**src/rtl/tps_pkg.sv**
```systemverilog
// ----------------------------------------------------------------------------
// tps_pkg
// Shared types, constants and item tables of the tiered poll scheduler.
// ----------------------------------------------------------------------------
package tps_pkg;

  localparam int NUM_ITEMS_DEF = 10;
  localparam int TIME_BITS_DEF = 48;

  localparam int TABLE_LEN     = 10;
  localparam int NOW_BITS      = 48;
  localparam int ID_BITS       = 8;
  localparam int MASK_BITS     = 10;
  localparam int PERIOD_BITS   = 32;
  localparam int ITEM_IDX_BITS = 5;

  localparam int CFG_IDX_BITS  = 3;
  localparam int CFG_DATA_BITS = 32;

  localparam logic [PERIOD_BITS-1:0] FAIL_DELAY = 32'd2000;
  localparam logic [PERIOD_BITS-1:0] GAP_FLOOR  = 32'd100;

  localparam logic [CFG_IDX_BITS-1:0] REG_SUPPORTED_MASK = 3'd0;
  localparam logic [CFG_IDX_BITS-1:0] REG_FAST_PERIOD    = 3'd1;
  localparam logic [CFG_IDX_BITS-1:0] REG_MEDIUM_PERIOD  = 3'd2;
  localparam logic [CFG_IDX_BITS-1:0] REG_SLOW_PERIOD    = 3'd3;
  localparam logic [CFG_IDX_BITS-1:0] REG_MIN_GAP        = 3'd4;

  typedef enum logic [1:0] {
    TIER_FAST,
    TIER_MEDIUM,
    TIER_SLOW
  } tier_t;

  typedef enum logic [2:0] {
    ST_IDLE,
    ST_FAIL,
    ST_CHECK,
    ST_SCAN,
    ST_PICK,
    ST_GAP,
    ST_OUT
  } state_t;

  function automatic logic [ID_BITS-1:0] item_id(input logic [ITEM_IDX_BITS-1:0] idx);
    logic [ID_BITS-1:0] id;
    case (idx)
      5'd0:    id = 8'h0C;
      5'd1:    id = 8'h0D;
      5'd2:    id = 8'h11;
      5'd3:    id = 8'h0B;
      5'd4:    id = 8'h04;
      5'd5:    id = 8'h10;
      5'd6:    id = 8'h05;
      5'd7:    id = 8'h0F;
      5'd8:    id = 8'h42;
      5'd9:    id = 8'h2F;
      default: id = 8'h00;
    endcase
    return id;
  endfunction

  function automatic tier_t item_tier(input logic [ITEM_IDX_BITS-1:0] idx);
    tier_t tier;
    case (idx)
      5'd0, 5'd1, 5'd2: tier = TIER_FAST;
      5'd3, 5'd4, 5'd5: tier = TIER_MEDIUM;
      default:          tier = TIER_SLOW;
    endcase
    return tier;
  endfunction

endpackage

```
**src/rtl/tps_if.sv**
```systemverilog
// ----------------------------------------------------------------------------
// tps_if
// Valid/ready channels of the tiered poll scheduler: poll requests in and
// pick results out.
// ----------------------------------------------------------------------------
interface tps_poll_if;
  logic                          valid;
  logic                          ready;
  logic                          func;
  logic [tps_pkg::NOW_BITS-1:0]  now;

  modport source (output valid, func, now, input ready);
  modport sink   (input valid, func, now, output ready);
endinterface

interface tps_pick_if;
  logic                          valid;
  logic                          ready;
  logic                          pick_valid;
  logic [tps_pkg::ID_BITS-1:0]   pick_id;

  modport source (output valid, pick_valid, pick_id, input ready);
  modport sink   (input valid, pick_valid, pick_id, output ready);
endinterface

```
**src/rtl/tps_sat_add.sv**
```systemverilog
// ----------------------------------------------------------------------------
// tps_sat_add
// Shared saturating adder: a time plus a 32-bit period, clamped to the
// largest time value.
// ----------------------------------------------------------------------------
module tps_sat_add #(
  parameter int TIME_BITS = tps_pkg::TIME_BITS_DEF
) (
  input  logic [TIME_BITS-1:0]            a,
  input  logic [tps_pkg::PERIOD_BITS-1:0] b,
  output logic [TIME_BITS-1:0]            sum
);

  logic [TIME_BITS:0] wide;

  always_comb begin
    wide = {1'b0, a} + (TIME_BITS+1)'(b);
    // The time maximum is all ones, so a carry out is the only overflow.
    if (wide[TIME_BITS]) begin
      sum = '1;
    end else begin
      sum = wide[TIME_BITS-1:0];
    end
  end

endmodule

```
**src/rtl/tiered_poll_scheduler.sv**
```systemverilog
// ----------------------------------------------------------------------------
// tiered_poll_scheduler
// Chooses the next polled item to request from a table of items with rate
// tiers, spacing requests by a minimum gap and backing off after failures.
// ----------------------------------------------------------------------------
// Order: a failure request goes through FAIL to OUT, and a poll before the next-request time
// through CHECK to OUT; any other poll scans min(NUM_ITEMS,10) due times, one per cycle,
// then goes through PICK, through GAP when an item is picked, and to OUT. Throughput: one
// request at a time; the next is accepted in the cycle after the result is taken. Synchronous
// reset clears all due times and the next-request time and loads the register reset values.
module tiered_poll_scheduler #(
  parameter int NUM_ITEMS = tps_pkg::NUM_ITEMS_DEF,
  parameter int TIME_BITS = tps_pkg::TIME_BITS_DEF
) (
  input  logic                              clk,
  input  logic                              rst,
  tps_poll_if.sink                          poll_in,
  tps_pick_if.source                        pick_out,
  input  logic                              cfg_we,
  input  logic [tps_pkg::CFG_IDX_BITS-1:0]  cfg_index,
  input  logic [tps_pkg::CFG_DATA_BITS-1:0] cfg_data
);

  localparam int SCAN_LEN = (NUM_ITEMS < tps_pkg::TABLE_LEN) ? NUM_ITEMS : tps_pkg::TABLE_LEN;
  localparam int IDX_BITS = (NUM_ITEMS > 1) ? $clog2(NUM_ITEMS) : 1;
  localparam logic [IDX_BITS-1:0] LAST_IDX = IDX_BITS'(SCAN_LEN - 1);

  tps_pkg::state_t state, state_next;

  logic [tps_pkg::MASK_BITS-1:0]   supported_mask;
  logic [tps_pkg::PERIOD_BITS-1:0] fast_period_ms;
  logic [tps_pkg::PERIOD_BITS-1:0] medium_period_ms;
  logic [tps_pkg::PERIOD_BITS-1:0] slow_period_ms;
  logic [tps_pkg::PERIOD_BITS-1:0] min_gap_ms;

  logic [TIME_BITS-1:0] due_time [NUM_ITEMS];
  logic [TIME_BITS-1:0] next_request_time;

  logic                 now_lt_next;
  logic [TIME_BITS-1:0] now_r;
  logic                 func_r;
  logic [IDX_BITS-1:0]  idx;
  logic [IDX_BITS-1:0]  choice;
  logic [TIME_BITS-1:0] best_due;
  logic                 found;
  logic                 res_valid;
  logic [tps_pkg::ID_BITS-1:0] res_id;

  logic [NUM_ITEMS-1:0]            sup_ext;
  logic [TIME_BITS-1:0]            scan_due;
  logic                            take;
  logic [tps_pkg::PERIOD_BITS-1:0] period;
  logic [tps_pkg::PERIOD_BITS-1:0] gap;
  logic [tps_pkg::PERIOD_BITS-1:0] add_b;
  logic [TIME_BITS-1:0]            add_sum;

  tps_sat_add #(.TIME_BITS(TIME_BITS)) u_add (
    .a   (now_r),
    .b   (add_b),
    .sum (add_sum)
  );

  always_comb begin
    sup_ext     = NUM_ITEMS'(supported_mask);
    scan_due    = due_time[idx];
    take        = sup_ext[idx] && (scan_due <= now_r) && (!found || scan_due < best_due);
    now_lt_next = now_r < next_request_time;

    case (tps_pkg::item_tier(tps_pkg::ITEM_IDX_BITS'(choice)))
      tps_pkg::TIER_FAST:   period = fast_period_ms;
      tps_pkg::TIER_MEDIUM: period = medium_period_ms;
      default:              period = slow_period_ms;
    endcase
    if (period == '0) begin
      period = tps_pkg::PERIOD_BITS'(1);
    end
    gap = (min_gap_ms < tps_pkg::GAP_FLOOR) ? tps_pkg::GAP_FLOOR : min_gap_ms;
  end

  always_ff @(posedge clk) begin
    if (rst) begin
      state <= tps_pkg::ST_IDLE;
    end else begin
      state <= state_next;
    end
  end

  always_comb begin
    state_next     = state;
    add_b          = gap;
    poll_in.ready  = 1'b0;
    pick_out.valid = 1'b0;
    case (state)
      tps_pkg::ST_IDLE: begin
        poll_in.ready = 1'b1;
        if (poll_in.valid) begin
          state_next = poll_in.func ? tps_pkg::ST_FAIL : tps_pkg::ST_CHECK;
        end
      end
      tps_pkg::ST_FAIL: begin
        add_b      = tps_pkg::FAIL_DELAY;
        state_next = tps_pkg::ST_OUT;
      end
      tps_pkg::ST_CHECK: begin
        state_next = now_lt_next ? tps_pkg::ST_OUT : tps_pkg::ST_SCAN;
      end
      tps_pkg::ST_SCAN: begin
        if (idx == LAST_IDX) begin
          state_next = tps_pkg::ST_PICK;
        end
      end
      tps_pkg::ST_PICK: begin
        add_b      = period;
        state_next = found ? tps_pkg::ST_GAP : tps_pkg::ST_OUT;
      end
      tps_pkg::ST_GAP: begin
        state_next = tps_pkg::ST_OUT;
      end
      tps_pkg::ST_OUT: begin
        pick_out.valid = 1'b1;
        if (pick_out.ready) begin
          state_next = tps_pkg::ST_IDLE;
        end
      end
      default: begin
        state_next = tps_pkg::ST_IDLE;
      end
    endcase
  end

  assign pick_out.pick_valid = res_valid;
  assign pick_out.pick_id    = res_id;

  // Configuration registers.
  always_ff @(posedge clk) begin
    if (rst) begin
      supported_mask   <= '0;
      fast_period_ms   <= 32'd200;
      medium_period_ms <= 32'd1000;
      slow_period_ms   <= 32'd5000;
      min_gap_ms       <= 32'd100;
    end else if (cfg_we) begin
      case (cfg_index)
        tps_pkg::REG_SUPPORTED_MASK: supported_mask   <= cfg_data[tps_pkg::MASK_BITS-1:0];
        tps_pkg::REG_FAST_PERIOD:    fast_period_ms   <= cfg_data;
        tps_pkg::REG_MEDIUM_PERIOD:  medium_period_ms <= cfg_data;
        tps_pkg::REG_SLOW_PERIOD:    slow_period_ms   <= cfg_data;
        tps_pkg::REG_MIN_GAP:        min_gap_ms       <= cfg_data;
        default: ;
      endcase
    end
  end

  // Scheduler state.
  always_ff @(posedge clk) begin
    if (rst) begin
      for (int i = 0; i < NUM_ITEMS; i++) begin
        due_time[i] <= '0;
      end
      next_request_time <= '0;
    end else begin
      case (state)
        tps_pkg::ST_FAIL: next_request_time <= add_sum;
        tps_pkg::ST_PICK: begin
          if (found) begin
            due_time[choice] <= add_sum;
          end
        end
        tps_pkg::ST_GAP:  next_request_time <= add_sum;
        default: ;
      endcase
    end
  end

  // Request capture, scan and result registers.
  always_ff @(posedge clk) begin
    case (state)
      tps_pkg::ST_IDLE: begin
        if (poll_in.valid) begin
          func_r    <= poll_in.func;
          now_r     <= TIME_BITS'(poll_in.now);
          res_valid <= 1'b0;
          res_id    <= '0;
        end
      end
      tps_pkg::ST_CHECK: begin
        idx   <= '0;
        found <= 1'b0;
      end
      tps_pkg::ST_SCAN: begin
        // Strict compare keeps the lowest index on equal due times.
        if (take) begin
          found    <= 1'b1;
          choice   <= idx;
          best_due <= scan_due;
        end
        if (idx != LAST_IDX) begin
          idx <= idx + IDX_BITS'(1);
        end
      end
      tps_pkg::ST_GAP: begin
        res_valid <= !func_r;
        res_id    <= tps_pkg::item_id(tps_pkg::ITEM_IDX_BITS'(choice));
      end
      default: ;
    endcase
  end

endmodule

```
**src/flat_wrapper.sv**
```systemverilog
// flat-port wrapper written by rule: the top's interface ports become plain ports
module tiered_poll_scheduler_flat 
#(
  parameter int NUM_ITEMS = tps_pkg::NUM_ITEMS_DEF,
  parameter int TIME_BITS = tps_pkg::TIME_BITS_DEF
)
  (clk, rst, cfg_we, cfg_index, cfg_data, poll_in_valid, poll_in_func, poll_in_now, poll_in_ready, pick_out_valid, pick_out_pick_valid, pick_out_pick_id, pick_out_ready);
  tps_poll_if poll_in_i ();
  tps_pick_if pick_out_i ();
  input  logic clk;
  input  logic rst;
  input  logic cfg_we;
  input  logic [tps_pkg::CFG_IDX_BITS-1:0] cfg_index;
  input  logic [tps_pkg::CFG_DATA_BITS-1:0] cfg_data;
  input wire logic [$bits(poll_in_i.valid)-1:0] poll_in_valid;
  input wire logic [$bits(poll_in_i.func)-1:0] poll_in_func;
  input wire logic [$bits(poll_in_i.now)-1:0] poll_in_now;
  output wire logic [$bits(poll_in_i.ready)-1:0] poll_in_ready;
  output wire logic [$bits(pick_out_i.valid)-1:0] pick_out_valid;
  output wire logic [$bits(pick_out_i.pick_valid)-1:0] pick_out_pick_valid;
  output wire logic [$bits(pick_out_i.pick_id)-1:0] pick_out_pick_id;
  input wire logic [$bits(pick_out_i.ready)-1:0] pick_out_ready;
  assign poll_in_i.valid = poll_in_valid;
  assign poll_in_i.func = poll_in_func;
  assign poll_in_i.now = poll_in_now;
  assign poll_in_ready = poll_in_i.ready;
  assign pick_out_valid = pick_out_i.valid;
  assign pick_out_pick_valid = pick_out_i.pick_valid;
  assign pick_out_pick_id = pick_out_i.pick_id;
  assign pick_out_i.ready = pick_out_ready;
  tiered_poll_scheduler #(.NUM_ITEMS(NUM_ITEMS), .TIME_BITS(TIME_BITS)) u_core (.clk(clk), .rst(rst), .poll_in(poll_in_i), .pick_out(pick_out_i), .cfg_we(cfg_we), .cfg_index(cfg_index), .cfg_data(cfg_data));
endmodule
```
**config.mk**
```make
export PLATFORM = sky130hd
export DESIGN_NAME = tiered_poll_scheduler_flat
export DESIGN_NICKNAME = d
export VERILOG_FILES = /design/src/rtl/tps_pkg.sv /design/src/rtl/tps_if.sv /design/src/rtl/tps_sat_add.sv /design/src/rtl/tiered_poll_scheduler.sv /design/src/flat_wrapper.sv
export SDC_FILE = /design/constraint.sdc
export NUM_CORES = 2
export LEC_CHECK = 0
export ABC_AREA = 1
export BUFFER_PORTS_ARGS = -buffer_cell sky130_fd_sc_hd__clkbuf_2
export CORE_UTILIZATION = 65
export DETAILED_ROUTE_END_ITERATION = 16
export GPL_TIMING_DRIVEN = 0
export HOLD_SLACK_MARGIN = 0.06
export PLACE_DENSITY_LB_ADDON = 0.15
export SYNTH_ARGS = -nofsm -noshare
export SYNTH_HDL_FRONTEND = slang
export SYNTH_SLANG_ARGS = --single-unit
```
**constraint.sdc**
```tcl
create_clock -name clk -period 15.15 [get_ports clk]
set_input_delay 3.03 -clock clk [delete_from_list [all_inputs] [get_ports clk]]
set_output_delay 3.03 -clock clk [all_outputs]
set_load 0.03 [all_outputs]
```
# == After elaboration in Yosys (flattened, before gate mapping) ==
# Memories as Yosys holds them, arrays and structs flattened. A register that Yosys moved wholly into a read port is not among the register bits.
# Index checks and enable logic that the tools add are counted.
# classes
n_mux,36
order_cmp,5
add_sub_neg,2
n_reduce_logical,27
eq_ne,23
# ops
cell,n
one-hot mux 32 bit (2 select lines),2
less-than comparator 48 bit,2
two-way mux 48 bit,2
two-way mux 32 bit,2
adder 48 x 32 -> 49 bit,1
less-or-equal comparator 48 bit,1
OR reduction 48 bit,1
logical NOT 32 bit,1
less-than comparator 32 x 7 -> 1 bit (second input constant),1
AND reduction 2 bit,10
one-hot mux 3 bit (6 select lines),1
two-way mux 4 bit,4
one-hot mux 8 bit (2 select lines),1
equality test 3 x 2 -> 1 bit (second input constant),4
equality test 3 bit (second input constant),4
two-way mux 1 bit,12
two-way mux 3 bit,4
equality test 4 x 2 -> 1 bit (second input constant),2
equality test 4 x 3 -> 1 bit (second input constant),2
two-way mux 8 bit,1
one-hot mux 4 bit (2 select lines),1
equality test 3 x 1 -> 1 bit (second input constant),2
logical NOT 3 bit,2
inequality test 2 x 1 -> 1 bit (second input constant),3
other kinds (20),27
# word_totals
inputBits,89
n_memories,2
mem_bits_ro,112
wordCells,110
out_inout_bits,11
reg_bits,304
ramBits,480
# mem_list
name,depth,width,read_ports,rd_ports_with_merged_regs,wr,line,source
u_core.due_time,10,48,1,1,10,tiered_poll_scheduler.sv:36,logic [TIME_BITS-1:0] due_time [NUM_ITEMS];
(no name shown),16,7,1,1,0,tps_pkg.sv:47,case (idx)

# == Longest topological paths before layout ==
# logic_depth
depth_word,11
mapped_depth,35
depth_no_buf,33

# == Modules after synthesis ==
# Synthesis repeated with hierarchy kept, for this count alone.
# unflattened
hier_cells,5217
area_unflattened_um2,50873.8
# modules_own_cells
mod,instances,area_each_um2,cells_per_inst,seq_area_each_um2
tiered_poll_scheduler,1,47002.6,4413,30489.2
tps_sat_add,1,3871.2,804,0.0

# == Worst setup path after synthesis ==
# Ideal clock, no wire load.
# synth_timing
path_kind,input port to flip-flop
start,input rst
end,"memory u_core.due_time[11][0] (netlist name), enable pin"
required_ns,14.637
setup_time_ns,0.513
arrival_time_ns,7.075
path_buffers,2
path_slack_ns,7.562
path_stages,5
path_cell_list,clkbuf_1 > nor2_8 > inv_2 > buf_1 > nor3_1
# synth_lines
element,line,source
from (decl),flat_wrapper.sv:11,input logic rst;
to (decl),tiered_poll_scheduler.sv:36,

==> results_dict.tcl <==
set metrics [dict create \
    slew_headroom -0.0448 \
    antenna_left 0 \
    skew_ns 0.0376 \
    yosysUniqueCellTypes 58 \
    wl_per_cell_um 29.4 \
    synth_edf_count 882 \
    synth_area_leaders "edfxtp_1, nor2_1, dfxtp_1, o21ai_0, ha_1" \
    tightest_slew_ns 1.57 \
    drt-pass1-iter-count 11 \
    totalNegativeSetupSlack_ns 0 \
    synth_seq_cells 1082 \
    p_total_mw 10.5 \
    cts_tree "done" \
    port_buffers 97 \
    grt_pass1_vias 39400 \
    synth_top_area_frac 0.533 \
    hpwlAfterDp_mm 127 \
    slowest_stage "nor2_1" \
    ff2ff_path_depth 29 \
    row_count 101 \
    utilization 0.728 \
    cp.required_ns 15.68 \
    grt_max_degree 49 \
    path_class "reg -> reg" \
    p_clk_frac 0.245 \
    status "finished with violations" \
    coreArea_um2 75800 \
    antenna_found_initial 8 \
    vias 42800 \
    swShare 0.430 \
    min_delay_path_depth 2 \
    fill_cells 5498 \
    synth_top_area_cell "edfxtp_1" \
    worstSetupEndpointType "register" \
    fin_crit_ns 7.99 \
    area_growth_pct 11.1 \
    die_y_um 279 \
    grt-ovfl-total 0 \
    final-seq-area_um2 30500 \
    ctsResizeCount 0 \
    synth_ff_type "edfxtp_1" \
    intPower_mw 5.97 \
    io_pins 100 \
    cts_sinks 1082 \
    synth.top_cells.by_count "nor2_1, edfxtp_1, o21ai_0" \
    synth_area_per_cell_um2 10.1 \
    async_reset_ff_frac 0 \
    final-hold-violation-count 0 \
    grt_first_pass_wirelength_mm 258 \
    arrival_ns 8.51 \
    cts_inserted_buffers 107 \
    critPathMaxFanout 10 \
    startpoint_type "register" \
    p_sw_mw 4.50 \
    clock_path_buffers 3 \
    violations "capacitance limit, slew limit" \
    yosysWarnings 0 \
    ctsHoldBuffers 0 \
    combPwrFrac 0.411 \
    syn_nets 5189 \
    finalCritPeriodShare 0.527 \
    path_clk_slew_ns 0.07 \
    grt_usage 0.466 \
    syn_inst 4923 \
    seq_power_share 0.344 \
    holdCritPathClass "reg -> reg" \
    cellPowerDensity_nw_per_um2 190 \
    drt_wl_total_mm 183 \
    drive_gt1_frac 0.0760 \
    rsz0062_at_grt "no" \
    clock_tree.root_cell "clkbuf_16" \
    finalSetupViolCount 0 \
    gp_congestion 1.03 \
    report.final.slew_viol_count 32 \
    viasPerCell 6.87 \
    r2r_slack_ns 7.16 \
    post_cts_buffers 0 \
    h-tree-depth 3 \
    synth_area_um2 49700 \
    yosysMostFrequentCell "nor2_1" \
    drc 0 \
    nNetsFinal 5423 \
    ir_drop_mv 0.161 \
    p_leak_nw 20.4 \
    start_util 0.655 \
    clock_latency_ns 0.70 \
    cpPeakStageDelay_ns 1.17 \
    drt_iter0_drc 7813 \
    ys_seq_area_frac 0.613 \
    fmax_mhz 125 \
    die_x_um 279 \
    multi_input_area_um2 16700 \
    maxCapViolCount 3 \
    die_area_um2 77600 \
]
## stage by stage
| step | hold WS [ns] | worst slack, ns | instance area (µm²) | instances |
|---|---|---|---|---|
| after floorplan | 0.429 | 7.56 | 49700 | 4923 |
| after global placement | 0.439 | 3.38 | 51400 | 5998 |
| after detailed placement | 0.443 | 7.64 | 51900 | 6026 |
| after CTS | 0.454 | 7.59 | 55200 | 6218 |
| after global routing | 0.471 | 6.99 | 55200 | 6218 |
| final | 0.453 | 7.16 | 55200 | 6223 |
## flip-flops by register name, indices dropped and copies added (netlist names), named ones only
name and flops:
u_core.due_time 768, u_core.best_due 48, u_core.next_request_time 48, u_core.now_r 48, u_core.fast_period_ms 32, u_core.medium_period_ms 32, u_core.min_gap_ms 32, u_core.slow_period_ms 32
u_core.sup_ext 10, u_core.pick_out.pick_id 7, u_core.choice 4, u_core.idx 4, u_core.state 3, u_core.found 1, u_core.func_r 1, u_core.pick_out.pick_valid 1
## metal layers
metal / wire (µm) / track usage
met1: 62500 / 0.622
met2: 72100 / 0.628
met3: 33900 / 0.191
met4: 14000 / 0.288
met5: 383 / 0.0269
## cell usage in the layout (no fill, tap or decap), drive strengths merged, types with 67 or more instances in the layout
master  instances
a21oi         197
buf            67
clkbuf        490
dfxtp         200
edfxtp        882
ha            176
inv           398
nand2         447
nand3         139
nor2         1139
o211ai         70
o21ai         601
o221ai        166
## path summary, 6_finish.rpt
| check | start | endpoint |
|---|---|---|
| max | u_core.choice[2] | u_core.due_time[8][14] |
| min | u_core.slow_period_ms[10] | u_core.slow_period_ms[10] |
| max reg2reg | u_core.choice[2] | u_core.due_time[8][14] |
| min reg2reg | u_core.slow_period_ms[10] | u_core.slow_period_ms[10] |
## final cells by class
class	instances	area share
multi-input cells	3157	0.303
flip-flops and latches	1082	0.552
clock inverters	46	0.00612
diodes	5	0.000227
clock buffers	146	0.0533
inverters	398	0.0271
well taps	978	0.0222
repair buffers	125	0.0161
plain buffers	286	0.0203
## cell families (layout without fill, tap and decap cells)
family,count (synthesis),in the layout,share of synthesized area
buffers and inverters,684,1001,0.0528
and+or+nand+nor,1814,1814,0.148
adders and majority gates,177,177,0.0447
other,1,6,0.0000755
DFF,1082,1082,0.613
xor gates and xnor gates,31,31,0.00546
AOI/OAI and AO/OA,1134,1134,0.136
## critical path, delay by kind of cell, from the launching register on
kind	cells	cell delay [ns]
simple gates	15	3.32
buf+inv	7	1.79
compound gates	5	1.59
fa+ha+maj	2	0.56
flops	1	0.53
## power by group through the flow
stage	clock (mW)	combinational (mW)	sequential, mW
finish	2.57	4.31	3.60
global route	2.64	4.45	3.61
CTS	2.52	4.01	3.59
detailed placement	0	3.97	3.65
global placement	0	3.83	3.66
floorplan	0	2.37	3.61
Power figures use the tool's default switching activity.
